<file path="src/rtl/lgsc_pkg.sv">
package lgsc_pkg;

  localparam int SLOT_COUNT_DEF = 8;
  localparam int SLOT_IDX_W     = 3;
  localparam int PATTERN_ROWS   = 8;
  localparam int SCREEN_ROWS    = 2;
  localparam int SCREEN_COLS    = 16;
  localparam int GLYPH_W        = 64;

  localparam logic [GLYPH_W-1:0] PAT_MASK =
    (PATTERN_ROWS >= 8) ? {GLYPH_W{1'b1}}
                        : ((64'd1 << (8 * PATTERN_ROWS)) - 64'd1);

  typedef enum logic [1:0] {
    CMD_DEFINE = 2'd0,
    CMD_CURSOR = 2'd1,
    CMD_WRITE  = 2'd2
  } lcd_cmd_t;

  typedef enum logic [1:0] {
    ST_IDLE,
    ST_DEFINE,
    ST_CURSOR,
    ST_WRITE
  } state_t;

  typedef struct packed {
    logic     capture;
    logic     claim;
    logic     emit;
    lcd_cmd_t op;
  } ctrl_cmd_t;

  typedef struct packed {
    logic go;
    logic miss;
    logic room;
  } dp_stat_t;

endpackage

</file>
<file path="src/rtl/lgsc_ctrl.sv">
module lgsc_ctrl
  import lgsc_pkg::*;
(
  input  logic      clk,
  input  logic      rst,
  input  logic      in_valid,
  output logic      in_stall,
  input  dp_stat_t  stat,
  output ctrl_cmd_t cmd
);

  state_t state;
  state_t state_next;

  always_ff @(posedge clk) begin
    if (rst) begin
      state <= ST_IDLE;
    end else begin
      state <= state_next;
    end
  end

  always_comb begin
    state_next  = state;
    in_stall    = 1'b1;
    cmd.capture = 1'b0;
    cmd.claim   = 1'b0;
    cmd.emit    = 1'b0;
    cmd.op      = CMD_CURSOR;
    case (state)
      ST_IDLE: begin
        in_stall = 1'b0;
        if (in_valid) begin
          cmd.capture = 1'b1;
          if (stat.go) begin
            cmd.claim  = stat.miss;
            state_next = stat.miss ? ST_DEFINE : ST_CURSOR;
          end
        end
      end
      ST_DEFINE: begin
        cmd.op = CMD_DEFINE;
        if (stat.room) begin
          cmd.emit   = 1'b1;
          state_next = ST_CURSOR;
        end
      end
      ST_CURSOR: begin
        cmd.op = CMD_CURSOR;
        if (stat.room) begin
          cmd.emit   = 1'b1;
          state_next = ST_WRITE;
        end
      end
      ST_WRITE: begin
        cmd.op = CMD_WRITE;
        if (stat.room) begin
          cmd.emit   = 1'b1;
          state_next = ST_IDLE;
        end
      end
      default: begin
        state_next = ST_IDLE;
      end
    endcase
  end

endmodule

</file>
<file path="src/rtl/lgsc_dp.sv">
module lgsc_dp
  import lgsc_pkg::*;
#(
  parameter int SLOT_COUNT = SLOT_COUNT_DEF
) (
  input  logic                  clk,
  input  logic                  rst,
  input  logic                  cell_row,
  input  logic [3:0]            cell_col,
  input  logic                  cell_dirty,
  input  logic [GLYPH_W-1:0]    glyph_bits,
  input  logic                  out_stall,
  output logic                  out_valid,
  output logic [1:0]            command,
  output logic [SLOT_IDX_W-1:0] slot_index,
  output logic [GLYPH_W-1:0]    glyph_out,
  output logic                  cursor_row,
  output logic [3:0]            cursor_col,
  output logic                  last_of_run,
  input  ctrl_cmd_t             cmd,
  output dp_stat_t              stat
);

  logic [GLYPH_W-1:0]    slot_pattern [SLOT_COUNT];
  logic [SLOT_COUNT-1:0] slot_used;

  logic [GLYPH_W-1:0]    pat_in;
  logic [SLOT_COUNT-1:0] match;
  logic [SLOT_IDX_W-1:0] hit_idx;
  logic [SLOT_IDX_W-1:0] free_idx;
  logic                  hit;
  logic                  has_free;
  logic                  on_screen;

  logic                  cur_row;
  logic [3:0]            cur_col;
  logic [GLYPH_W-1:0]    cur_pat;
  logic [SLOT_IDX_W-1:0] cur_slot;

  assign pat_in    = glyph_bits & PAT_MASK;
  assign on_screen = (32'(cell_row) < 32'(SCREEN_ROWS)) &&
                     (32'(cell_col) < 32'(SCREEN_COLS));

  always_comb begin
    hit_idx  = '0;
    free_idx = '0;
    for (int i = SLOT_COUNT - 1; i >= 0; i--) begin
      match[i] = slot_used[i] && (slot_pattern[i] == pat_in);
      if (match[i]) begin
        hit_idx = SLOT_IDX_W'(i);
      end
      if (!slot_used[i]) begin
        free_idx = SLOT_IDX_W'(i);
      end
    end
    hit      = |match;
    has_free = ~&slot_used;
  end

  assign stat.go   = cell_dirty && on_screen && (hit || has_free);
  assign stat.miss = !hit;
  assign stat.room = !out_valid || !out_stall;

  // slot store
  always_ff @(posedge clk) begin
    for (int i = 0; i < SLOT_COUNT; i++) begin
      if (cmd.claim && (free_idx == SLOT_IDX_W'(i))) begin
        slot_pattern[i] <= pat_in;
      end
    end
  end

  always_ff @(posedge clk) begin
    if (rst) begin
      slot_used <= '0;
    end else begin
      for (int i = 0; i < SLOT_COUNT; i++) begin
        if (cmd.claim && (free_idx == SLOT_IDX_W'(i))) begin
          slot_used[i] <= 1'b1;
        end
      end
    end
  end

  // current cell
  always_ff @(posedge clk) begin
    if (cmd.capture) begin
      cur_row  <= cell_row;
      cur_col  <= cell_col;
      cur_pat  <= pat_in;
      cur_slot <= hit ? hit_idx : free_idx;
    end
  end

  // output register
  always_ff @(posedge clk) begin
    if (rst) begin
      out_valid <= 1'b0;
    end else if (cmd.emit) begin
      out_valid <= 1'b1;
    end else if (!out_stall) begin
      out_valid <= 1'b0;
    end
  end

  always_ff @(posedge clk) begin
    if (cmd.emit) begin
      command <= cmd.op;
      case (cmd.op)
        CMD_DEFINE: begin
          slot_index  <= cur_slot;
          glyph_out   <= cur_pat;
          cursor_row  <= 1'b0;
          cursor_col  <= '0;
          last_of_run <= 1'b0;
        end
        CMD_CURSOR: begin
          slot_index  <= '0;
          glyph_out   <= '0;
          cursor_row  <= cur_row;
          cursor_col  <= cur_col;
          last_of_run <= 1'b0;
        end
        CMD_WRITE: begin
          slot_index  <= cur_slot;
          glyph_out   <= '0;
          cursor_row  <= 1'b0;
          cursor_col  <= '0;
          last_of_run <= 1'b1;
        end
        default: begin
          slot_index  <= '0;
          glyph_out   <= '0;
          cursor_row  <= 1'b0;
          cursor_col  <= '0;
          last_of_run <= 1'b0;
        end
      endcase
    end
  end

endmodule

</file>
<file path="src/rtl/lcd_glyph_slot_cache.sv">
// channel | handshake             | fields
// in      | in_valid / in_stall   | cell_row cell_col cell_dirty glyph_bits
// out     | out_valid / out_stall | command slot_index glyph_out cursor_row
//         |                       | cursor_col last_of_run
//
// a clean, off-screen or uncacheable cell is only accepted; a slot hit then issues
// cursor and write, a miss define, cursor and write (one per state, as room allows)
// the slot compare runs against all slots in the accept cycle
// reset clears every slot's used flag and the output valid flag
// out_stall holds the sequencer; a new cell is taken while the last command waits
module lcd_glyph_slot_cache
  import lgsc_pkg::*;
#(
  parameter int SLOT_COUNT = SLOT_COUNT_DEF
) (
  input  logic                  clk,
  input  logic                  rst,
  input  logic                  in_valid,
  output logic                  in_stall,
  input  logic                  cell_row,
  input  logic [3:0]            cell_col,
  input  logic                  cell_dirty,
  input  logic [GLYPH_W-1:0]    glyph_bits,
  output logic                  out_valid,
  input  logic                  out_stall,
  output logic [1:0]            command,
  output logic [SLOT_IDX_W-1:0] slot_index,
  output logic [GLYPH_W-1:0]    glyph_out,
  output logic                  cursor_row,
  output logic [3:0]            cursor_col,
  output logic                  last_of_run
);

  ctrl_cmd_t cmd;
  dp_stat_t  stat;

  lgsc_ctrl u_ctrl (
    .clk      (clk),
    .rst      (rst),
    .in_valid (in_valid),
    .in_stall (in_stall),
    .stat     (stat),
    .cmd      (cmd)
  );

  lgsc_dp #(
    .SLOT_COUNT (SLOT_COUNT)
  ) u_dp (
    .clk         (clk),
    .rst         (rst),
    .cell_row    (cell_row),
    .cell_col    (cell_col),
    .cell_dirty  (cell_dirty),
    .glyph_bits  (glyph_bits),
    .out_stall   (out_stall),
    .out_valid   (out_valid),
    .command     (command),
    .slot_index  (slot_index),
    .glyph_out   (glyph_out),
    .cursor_row  (cursor_row),
    .cursor_col  (cursor_col),
    .last_of_run (last_of_run),
    .cmd         (cmd),
    .stat        (stat)
  );

endmodule

</file>
<file path="config.mk">
export PLATFORM = sky130hd
export DESIGN_NAME = lcd_glyph_slot_cache
export DESIGN_NICKNAME = d
export VERILOG_FILES = /design/src/rtl/lgsc_pkg.sv /design/src/rtl/lgsc_ctrl.sv /design/src/rtl/lgsc_dp.sv /design/src/rtl/lcd_glyph_slot_cache.sv
export SDC_FILE = /design/constraint.sdc
export NUM_CORES = 1
export LEC_CHECK = 0
export BUFFER_PORTS_ARGS = -buffer_cell sky130_fd_sc_hd__buf_2
export CORE_ASPECT_RATIO = 1.4
export CORE_UTILIZATION = 40
export DETAILED_ROUTE_END_ITERATION = 6
export PLACE_DENSITY = 0.66
export SKIP_CTS_REPAIR_TIMING = 1
export SYNTH_ARGS = -nofsm -noshare
export SYNTH_HDL_FRONTEND = slang
export SYNTH_SLANG_ARGS = --single-unit
</file>
<file path="constraint.sdc">
create_clock -name clk -period 15.1 [get_ports clk]
set_input_delay 2.265 -clock clk [delete_from_list [all_inputs] [get_ports clk]]
set_output_delay 2.265 -clock clk [all_outputs]
set_load 0.01 [all_outputs]
</file>
; ---- Word-level counts from Yosys, hierarchy flattened
; Memories as Yosys holds them, arrays and structs flattened.
; Cells that the tools add are included.
; W data, S select, Z words.
[op_classes]
n_mul = 0
n_reduce_logical = 37
mux = 70
shifts = 0
n_bitwise = 0
addsub = 0
magnitude_cmp = 0
div = 0
n_eq_ne = 26
[ops]
columns = op, n
row1 = $eq A64 B64 Y1, 8
row2 = $mux W64, 7
row3 = $reduce_or A64 Y1, 7
row4 = $mux W3, 24
row5 = $mux W1, 29
row6 = $logic_and A1 B1 Y1, 17
row7 = $mux W2, 8
row8 = $eq A3 B3 Y1 const B, 4
row9 = $ne A2 B2 Y1 const B, 5
row10 = $pmux W3 S3, 1
row11 = $pmux W2 S4, 1
row12 = $reduce_and A8 Y1, 1
row13 = $reduce_or A8 Y1, 1
row14 = $eq A2 B2 Y1 const B, 3
row15 = $eq A3 B2 Y1 const B, 2
row16 = $reduce_and A5 Y1, 1
row17 = $eq A2 B1 Y1 const B, 2
row18 = $logic_not A1 Y1, 4
row19 = $logic_not A2 Y1, 2
row20 = $eq A3 B1 Y1 const B, 1
row21 = $logic_not A3 Y1, 1
row22 = $logic_or A1 B1 Y1, 2
row23 = $ne A2 B1 Y1 const B, 1
row24 = $reduce_or A2 Y1, 1
[totals]
register_bits = 158
in_bits = 74
output_inout_bits = 77
latchBits = 0
romBits = 0
memories = 1
ram_bits = 512
[mem_list]
columns = name, depth, word_bits, read_ports, rd_ports_with_merged_regs, write_ports, line
row1 = u_dp.slot_pattern, 8, 64, 8, 0, 1, lgsc_dp.sv:24  ; logic [GLYPH_W-1:0] slot_pattern [SLOT_COUNT];

; ---- Longest topological paths before layout
; Gate-level depths: netlist (run 1).
[logic_depth]
word_depth = 20
ltp_mapped = 10
ltp_nobuf = 9

; ---- Modules after synthesis
; A second synthesis (run 1) with hierarchy kept.
[unflattened]
cells_unflattened = 1672
hier_area_um2 = 27301.2
[by_module_without_submodules]
columns = module, area_per_inst_um2, instances, seq_area_each_um2, cells_each
row1 = lgsc_dp, 27058.5, 1, 19969.2, 1646
row2 = lgsc_ctrl, 242.7, 1, 40.0, 26

; ---- Worst setup path after synthesis (run 1)
; OpenSTA, ideal clock, no wires.
[synth_path]
kind = input-to-reg
startpoint = in in_valid
endpoint = mem u_dp.slot_pattern[1][36], in the netlist u_dp.slot_pattern[0][100], enable pin
t_arrival_ns = 10.608
slack_ns = 3.849
required_time_ns = 14.456
stages = 3
path_cell_list = and2_1 -> nand2_1 -> nor4_1
[synth_via]
elab_chain_cells = 13
word_cells_on_any_way = 47
[synth_rtl]
columns = item, line
row1 = "start, declared", lcd_glyph_slot_cache.sv:18  ; input logic in_valid,
row2 = $mux W2 (*), lgsc_ctrl.sv:33  ; if (in_valid) begin
row3 = $mux W2 (*), lgsc_ctrl.sv:30  ; case (state)
row4 = $logic_and A1 B1 Y1, lgsc_dp.sv:67  ; if (cmd.claim && (free_idx == SLOT_IDX_W'(i))) begin
row5 = $mux W1, lgsc_dp.sv:67
row6 = $mux W1 (not written as such), lgsc_dp.sv:68  ; slot_pattern[i] <= pat_in;
row7 = $reduce_or A64 Y1 (no source line), -
row8 = $mux W3 (no source line) or $mux W1 (tied branches) (7 in a row), -
row9 = "end, declared", lgsc_dp.sv:24
; Every way passes the cells marked *; elsewhere a longest branch is shown, timed or not.

; ---- Worst setup path after layout (run 1)
[layout_path]
startpoint = in glyph_bits[58]
endpoint = mem u_dp.slot_pattern[1][6], in the netlist u_dp.slot_pattern[0][70], enable pin
[layout_via]
elab_chain_cells = 19
word_cells_on_any_way = 68
[layout_rtl]
columns = item, line
row1 = "start, declared", lcd_glyph_slot_cache.sv:23  ; input logic [GLYPH_W-1:0] glyph_bits,
row2 = $eq A64 B64 Y1, lgsc_dp.sv:48  ; match[i] = slot_used[i] && (slot_pattern[i] == pat_in);
row3 = $logic_and A1 B1 Y1, lgsc_dp.sv:48
row4 = $reduce_or A8 Y1 (*), lgsc_dp.sv:56  ; hit = |match;
row5 = $logic_or A1 B1 Y1, lgsc_dp.sv:60  ; assign stat.go = cell_dirty && on_screen && (hit || has_free);
row6 = $logic_and A1 B1 Y1, lgsc_dp.sv:60
row7 = $mux W1 (*), lgsc_ctrl.sv:35  ; if (stat.go) begin
row8 = $mux W2 (*), lgsc_ctrl.sv:33
row9 = $mux W2 (*), lgsc_ctrl.sv:30
row10 = $logic_and A1 B1 Y1, lgsc_dp.sv:67
row11 = $mux W1, lgsc_dp.sv:67
row12 = $mux W1 (not written as such), lgsc_dp.sv:68
row13 = $reduce_or A64 Y1 (no source line), -
row14 = $mux W3 (no source line) or $mux W1 (tied branches) (7 in a row), -
; Marked as above.

==> summary.txt, run 1 <==
status: completed
vias in the first global route: 15124
Setup crit end: u_dp.slot_pattern[0][70]
prevailing post-synth register cell: edfxtp_1
Crit path required time: 15320 ps
starting density of the core: 40.4%
post-layout instance area: 31300 sq um
Core Region: 67700 sq um
Peak Freq: 168 MHz
r2r setup slk: 10860 ps
peak supply drop: 0.0000822 V
total chip power: 4.13 mW
vias: 15089
Worst path depth: 10
CTS Root Cell: clkbuf_16
worst path cell trace: buf_2 -> xnor2_1 -> nand4_1 -> nor4_1 -> nand3_1 -> nor4b_1 -> or4_1 -> a2111o_1 -> nor4_2 -> buf_4
Worst Setup End Kind: flop
IO Pins: 151
Routability Congestion: 0.874
layout cells sized above 1: 15.4%
PnR worst setup slack: 9150 ps
highest cell delay on the worst timing path: 870 ps
TritonCTS Buffers: 70
Area Overhead vs Synth: 14.1%
fin cells: 2786
critical path launch point: glyph_bits[58]
r2r startpoint: u_dp.slot_pattern[1][99]
die width: 223 um
vias per cell: 5.42
Post-Route WL: 80300 um
Max Cap Violations: 0
Filler Cell Count: 5844
detailed-route DRC error count: 0
worst path arrival time: 6170 ps
Sum Neg Setup Slack: 0 ps
Synth Cell Area: 27400 sq um
hold slack final: 518 ps
placed cell areas: 29000 sq um
Max-slew headroom: 23.3%
Clk pwr share: 41.4%
Final Cycle Share: 39.4%
worst hold path type: flop to flop
routed len/inst: 28.8 um
Max Root-Sink Buffers: 3
initial antenna violation count: 1
Clk pin slew, worst setup/hold paths: 60 ps
pin count of the biggest net entering global routing: 75
Area contributors post-synth: edfxtp_1 72%, xnor2_1 9.6%, xor2_1 3.7%
HPWL after DPL: 52000 um
Clk Latency, worst-skew pair: 640 ps
top cell type's share of synthesized area: 72.1%
NetSw: 0.950 mW
Net Sw Frac: 23.0%
Layout Nets: 1951
syn avg cell area: 16.1 sq um
antenna-violating nets left: 0
Reg-to-Reg End: u_dp.slot_pattern[0][70]
chip height: 312 um
H-tree depth: 3
top post-synthesis cells by count: 658 x edfxtp_1, 301 x xnor2_1, 116 x xor2_1
area leader, netlist: edfxtp_1
kind of start point of the critical path: primary input
sequential element share of the synthesized area: 72.9%
PwrDens: 132 nW/um^2
drt pass-1 iters: 5
gate count of the mapped netlist: 1701
EDFF count, synth: 658
top cell family by delay on the critical path: simple AND/OR/NAND/NOR gates
Die ar.: 69500 sq um
Post-Place Worst Slack: 8520 ps
Iter 0 DRT Violations: 1342
final setup violation count: 0
Slew Viols, Final: 0
post-synthesis async set-or-reset flop share: 0%
Syn Nets: 1781
part of the power in combinational logic: 7.1%
critical path buffer and inverter count: 2
minimum clock period: 5950 ps
top-count cell post-synth: edfxtp_1
skew final: 40.7 ps
Crit Path Category: primary input to flop
cell with the largest stage delay on the worst path: nor4b_1
GRT Overall Usage: 23.3%
CTS tree: built
Layout Utilization: 46.2%
critical path fanouts, max: 64
worst r2r path cells: 9
Synth Register Bits: 669
Pleak: 10.1 nW
distinct cell type count after synthesis: 58
actual slew at the worst max-slew pin: 1140 ps
Synth Warn #: 0
global-route wire length before repair: 113000 um
port bufs: 150
placed cells: 2661
Overflow after GRT: 0
CTS sink count: 669
RSZ-0062 raised after global routing: no
Final Hold Fails: 0
std cell rows: 113
Flop pwr share: 51.5%
Int Pwr: 3.18 mW
layout make-up:
class                   count  area [sq um]  area share, %
diodes                      1          2.50        0.00800
clock buffers              82          1850           5.92
clock inverters            42           397           1.27
inverters                  69           259          0.828
multi-input cells         889          6780           21.7
flip-flops and latches    669         20000           63.9
well taps                 862          1080           3.45
repair buffers            172           916           2.93
metal layers:
metal / GRT usage, % / up-vias / routed length [um]
met4: 11.1 / 0 / 3470
li1: - / 6650 / -
met3: 2.49 / 120 / 3880
met2: 41.1 / 531 / 41700
met1: 28.4 / 7788 / 31200
met5: 0 / - / 0
worst min-delay path by stage:
stage	from	endpoint	slack (ps)	cells past startpoint
after floorplan	u_dp.slot_used[3]	u_dp.slot_used[3]	470	2
after global routing	u_dp.cur_pat[2]	u_dp.glyph_out[2]	530	1
after CTS	u_dp.cur_pat[62]	u_dp.glyph_out[62]	520	1
final	u_dp.cur_pat[62]	u_dp.glyph_out[62]	520	1
after global placement	u_dp.cur_pat[19]	u_dp.glyph_out[19]	500	1
after detailed placement	u_dp.cur_col[1]	u_dp.cursor_col[1]	510	1
power by group through the flow:
stage | clock network (mW) | registers (mW) | logic (mW)
after global placement | 0 | 2.16 | 0.297
after detailed placement | 0 | 2.17 | 0.301
final | 1.71 | 2.13 | 0.294
after floorplan | 0 | 2.18 | 0.157
after global routing | 1.81 | 2.13 | 0.317
after CTS | 1.75 | 2.13 | 0.303
placed cells by master (no fill, tap or decap), types with 18 or more instances in the layout:
cell	instances
xor2_1	116
nand2_1	28
nand4_1	80
edfxtp_1	658
o22ai_1	20
inv_1	67
and2_1	70
buf_4	22
nor4_1	49
nand2b_1	18
buf_2	150
a22o_1	18
xnor2_1	301
clkbuf_16	72
nor2_1	25
flip-flops by register name, indices dropped and copies added, names as in the netlist:
name               cells
u_ctrl.state           2
u_dp.command           1
u_dp.cur_col           4
u_dp.cur_pat          64
u_dp.cur_row           1
u_dp.cur_slot          3
u_dp.cursor_col        4
u_dp.cursor_row        1
u_dp.glyph_out        64
u_dp.last_of_run       1
u_dp.out_valid         1
u_dp.slot_index        3
u_dp.slot_pattern    512
u_dp.slot_used         8
cells by family (layout without fill, tap and decap cells):
logic type	Yosys count	after routing	share of synthesized area [%]
adder cells (fa/ha/maj)	6	6	0.274
flip-flops	669	669	72.9
buffers and inverters	143	365	2.63
AO/OA/AOI/OAI	118	118	3.34
other	0	1	0
AND/OR/NAND/NOR	347	347	7.44
XOR/XNOR	417	417	13.3
multiplexers	1	1	0.0411
No activity file was read; power rests on OpenSTA's default activity.
==> inputs of run 2 (changes only) <==
clock period = 6.1 ns   (was 15.1 ns; I/O delays follow)
==> summary.txt, run 2 (same netlist as run 1, synthesis figures left out) <==
cell with the largest stage delay on the worst path: buf_4
H-tree depth: 3
Filler Cell Count: 5778
CTS tree: built
Reg-to-Reg End: u_dp.slot_pattern[0][101]
post-layout instance area: 31500 sq um
commonest non-fill, non-tap cells in the layout: 658 x edfxtp_1, 301 x xnor2_1, 150 x buf_2, 116 x xor2_1, 80 x nand4_1
Slew Viols, Final: 0
drt pass-1 iters: 6
Clk pin slew, worst setup/hold paths: 60 ps
hold path cells: 1
die width: 223 um
worst path arrival time: 4800 ps
TritonCTS Buffers: 66
Crit path required time: 6340 ps
biggest regs: u_dp.slot_pattern (512), u_dp.cur_pat (64), u_dp.glyph_out (64)
Pleak: 10.3 nW
n_diodes: 0
starting density of the core: 40.4%
worst r2r path cells: 9
leading cell type in the layout, fill and taps excluded: edfxtp_1
Max-slew headroom: 30.5%
Max Root-Sink Buffers: 3
HPWL after DPL: 55600 um
Core Region: 67700 sq um
r2r setup slk: 1920 ps
max reg flops: 512
worst path cell trace: buf_2 -> xor2_1 -> a221oi_1 -> nor3b_1 -> nand4_2 -> nor4b_1 -> or4_1 -> a2111o_1 -> nor4_4 -> buf_4
detailed-route DRC error count: 0
actual slew at the worst max-slew pin: 1040 ps
placed cell areas: 29400 sq um
Crit Path Category: primary input to flop
highest cell delay on the worst timing path: 710 ps
Final Hold Fails: 0
top cell family by delay on the critical path: simple AND/OR/NAND/NOR gates
pin count of the biggest net entering global routing: 65
Area Overhead vs Synth: 15.0%
RSZ-0062 raised after global routing: no
Worst Hold Path EP: u_dp.cur_col[3]
Worst path depth: 10
Top reg by flops: u_dp.slot_pattern
layout cells sized above 1: 16.8%
Die ar.: 69500 sq um
total chip power: 10.1 mW
status: completed
initial antenna violation count: 2
Routability Congestion: 0.926
final setup violation count: 0
skew final: 28.0 ps
Max Cap Violations: 0
PwrDens: 320 nW/um^2
vias: 15246
std cell rows: 113
kind of start point of the critical path: primary input
antenna-violating nets left: 0
worst hold path type: primary input to flop
Peak Freq: 219 MHz
global-route wire length before repair: 115000 um
worst hold start: cell_col[3]
critical path buffer and inverter count: 2
Overflow after GRT: 0
Post-Route WL: 81600 um
r2r startpoint: u_dp.slot_pattern[1][233]
chip height: 312 um
Iter 0 DRT Violations: 1609
minimum clock period: 4560 ps
GRT Overall Usage: 23.7%
Final Cycle Share: 74.7%
CTS Root Cell: clkbuf_16
hold slack final: 484 ps
vias per cell: 5.40
Clk Latency, worst-skew pair: 630 ps
IO Pins: 151
port bufs: 150
routed len/inst: 28.9 um
vias in the first global route: 15066
critical path fanouts, max: 64
Layout Nets: 1992
peak supply drop: 0.000156 V
Worst Setup End Kind: flop
CTS sink count: 669
-- run 2: cell count changes in the layout (fill, tap and decap cells not counted), moves of 3 or more --
cell,previous run,this run
buf_4,22,64
clkinv_1,14,17
clkinv_4,4,0
clkbuf_16,72,69
inv_6,4,1
clkinvlp_4,5,2
buf_12,0,3
nor4_2,5,2
-- run 2: worst max path at each step --
stage	from	endpoint	slack [ps]
5_1_grt	glyph_bits[41]	u_dp.slot_pattern[0][79]	1520
6_report	glyph_bits[41]	u_dp.slot_pattern[0][101]	1540
4_1_cts	glyph_bits[41]	u_dp.slot_pattern[0][118]	1610
3_5_place_dp	glyph_bits[41]	u_dp.slot_pattern[0][64]	970
2_1_floorplan	in_valid	u_dp.slot_pattern[0][100]	-1180
3_3_place_gp	glyph_bits[41]	u_dp.slot_pattern[0][114]	980
-- run 2: routing by layer --
layer	track usage, %	vias up	share of wire [%]
li1	-	6709	-
met1	29.8	7895	41
met2	41.2	518	51
met3	2.69	124	4.3
met4	10.2	0	4.1
met5	0	-	0
-- run 2: through the flow --
step / cells / setup WS (ps) / util [%] / setup TNS (ps)
global placement: 2706 / 985 / 43.4 / 0
CTS: 2821 / 1610 / 46.5 / 0
detailed placement: 2706 / 968 / 43.4 / 0
global route: 2821 / 1520 / 46.5 / 0
finish: 2821 / 1540 / 46.5 / 0
floorplan: 1701 / -1180 / - / -279410
-- run 2: layout make-up --
type                       count  area (sq um)  area share, %
clock buffer                  79          1780           5.66
clock inverter                36           312          0.989
inverter                      69           259          0.822
multi-input combinational    889          6800           21.6
sequential                   669         20000           63.4
tap                          862          1080           3.42
timing repair buffer         217          1290           4.10
-- run 2: power breakdown --
| group | internal [mW] | switching, mW | total (mW) |
|---|---|---|---|
| clock network | 2.27 | 1.78 | 4.05 |
| logic | 0.235 | 0.526 | 0.761 |
| registers | 5.22 | 0.0376 | 5.26 |
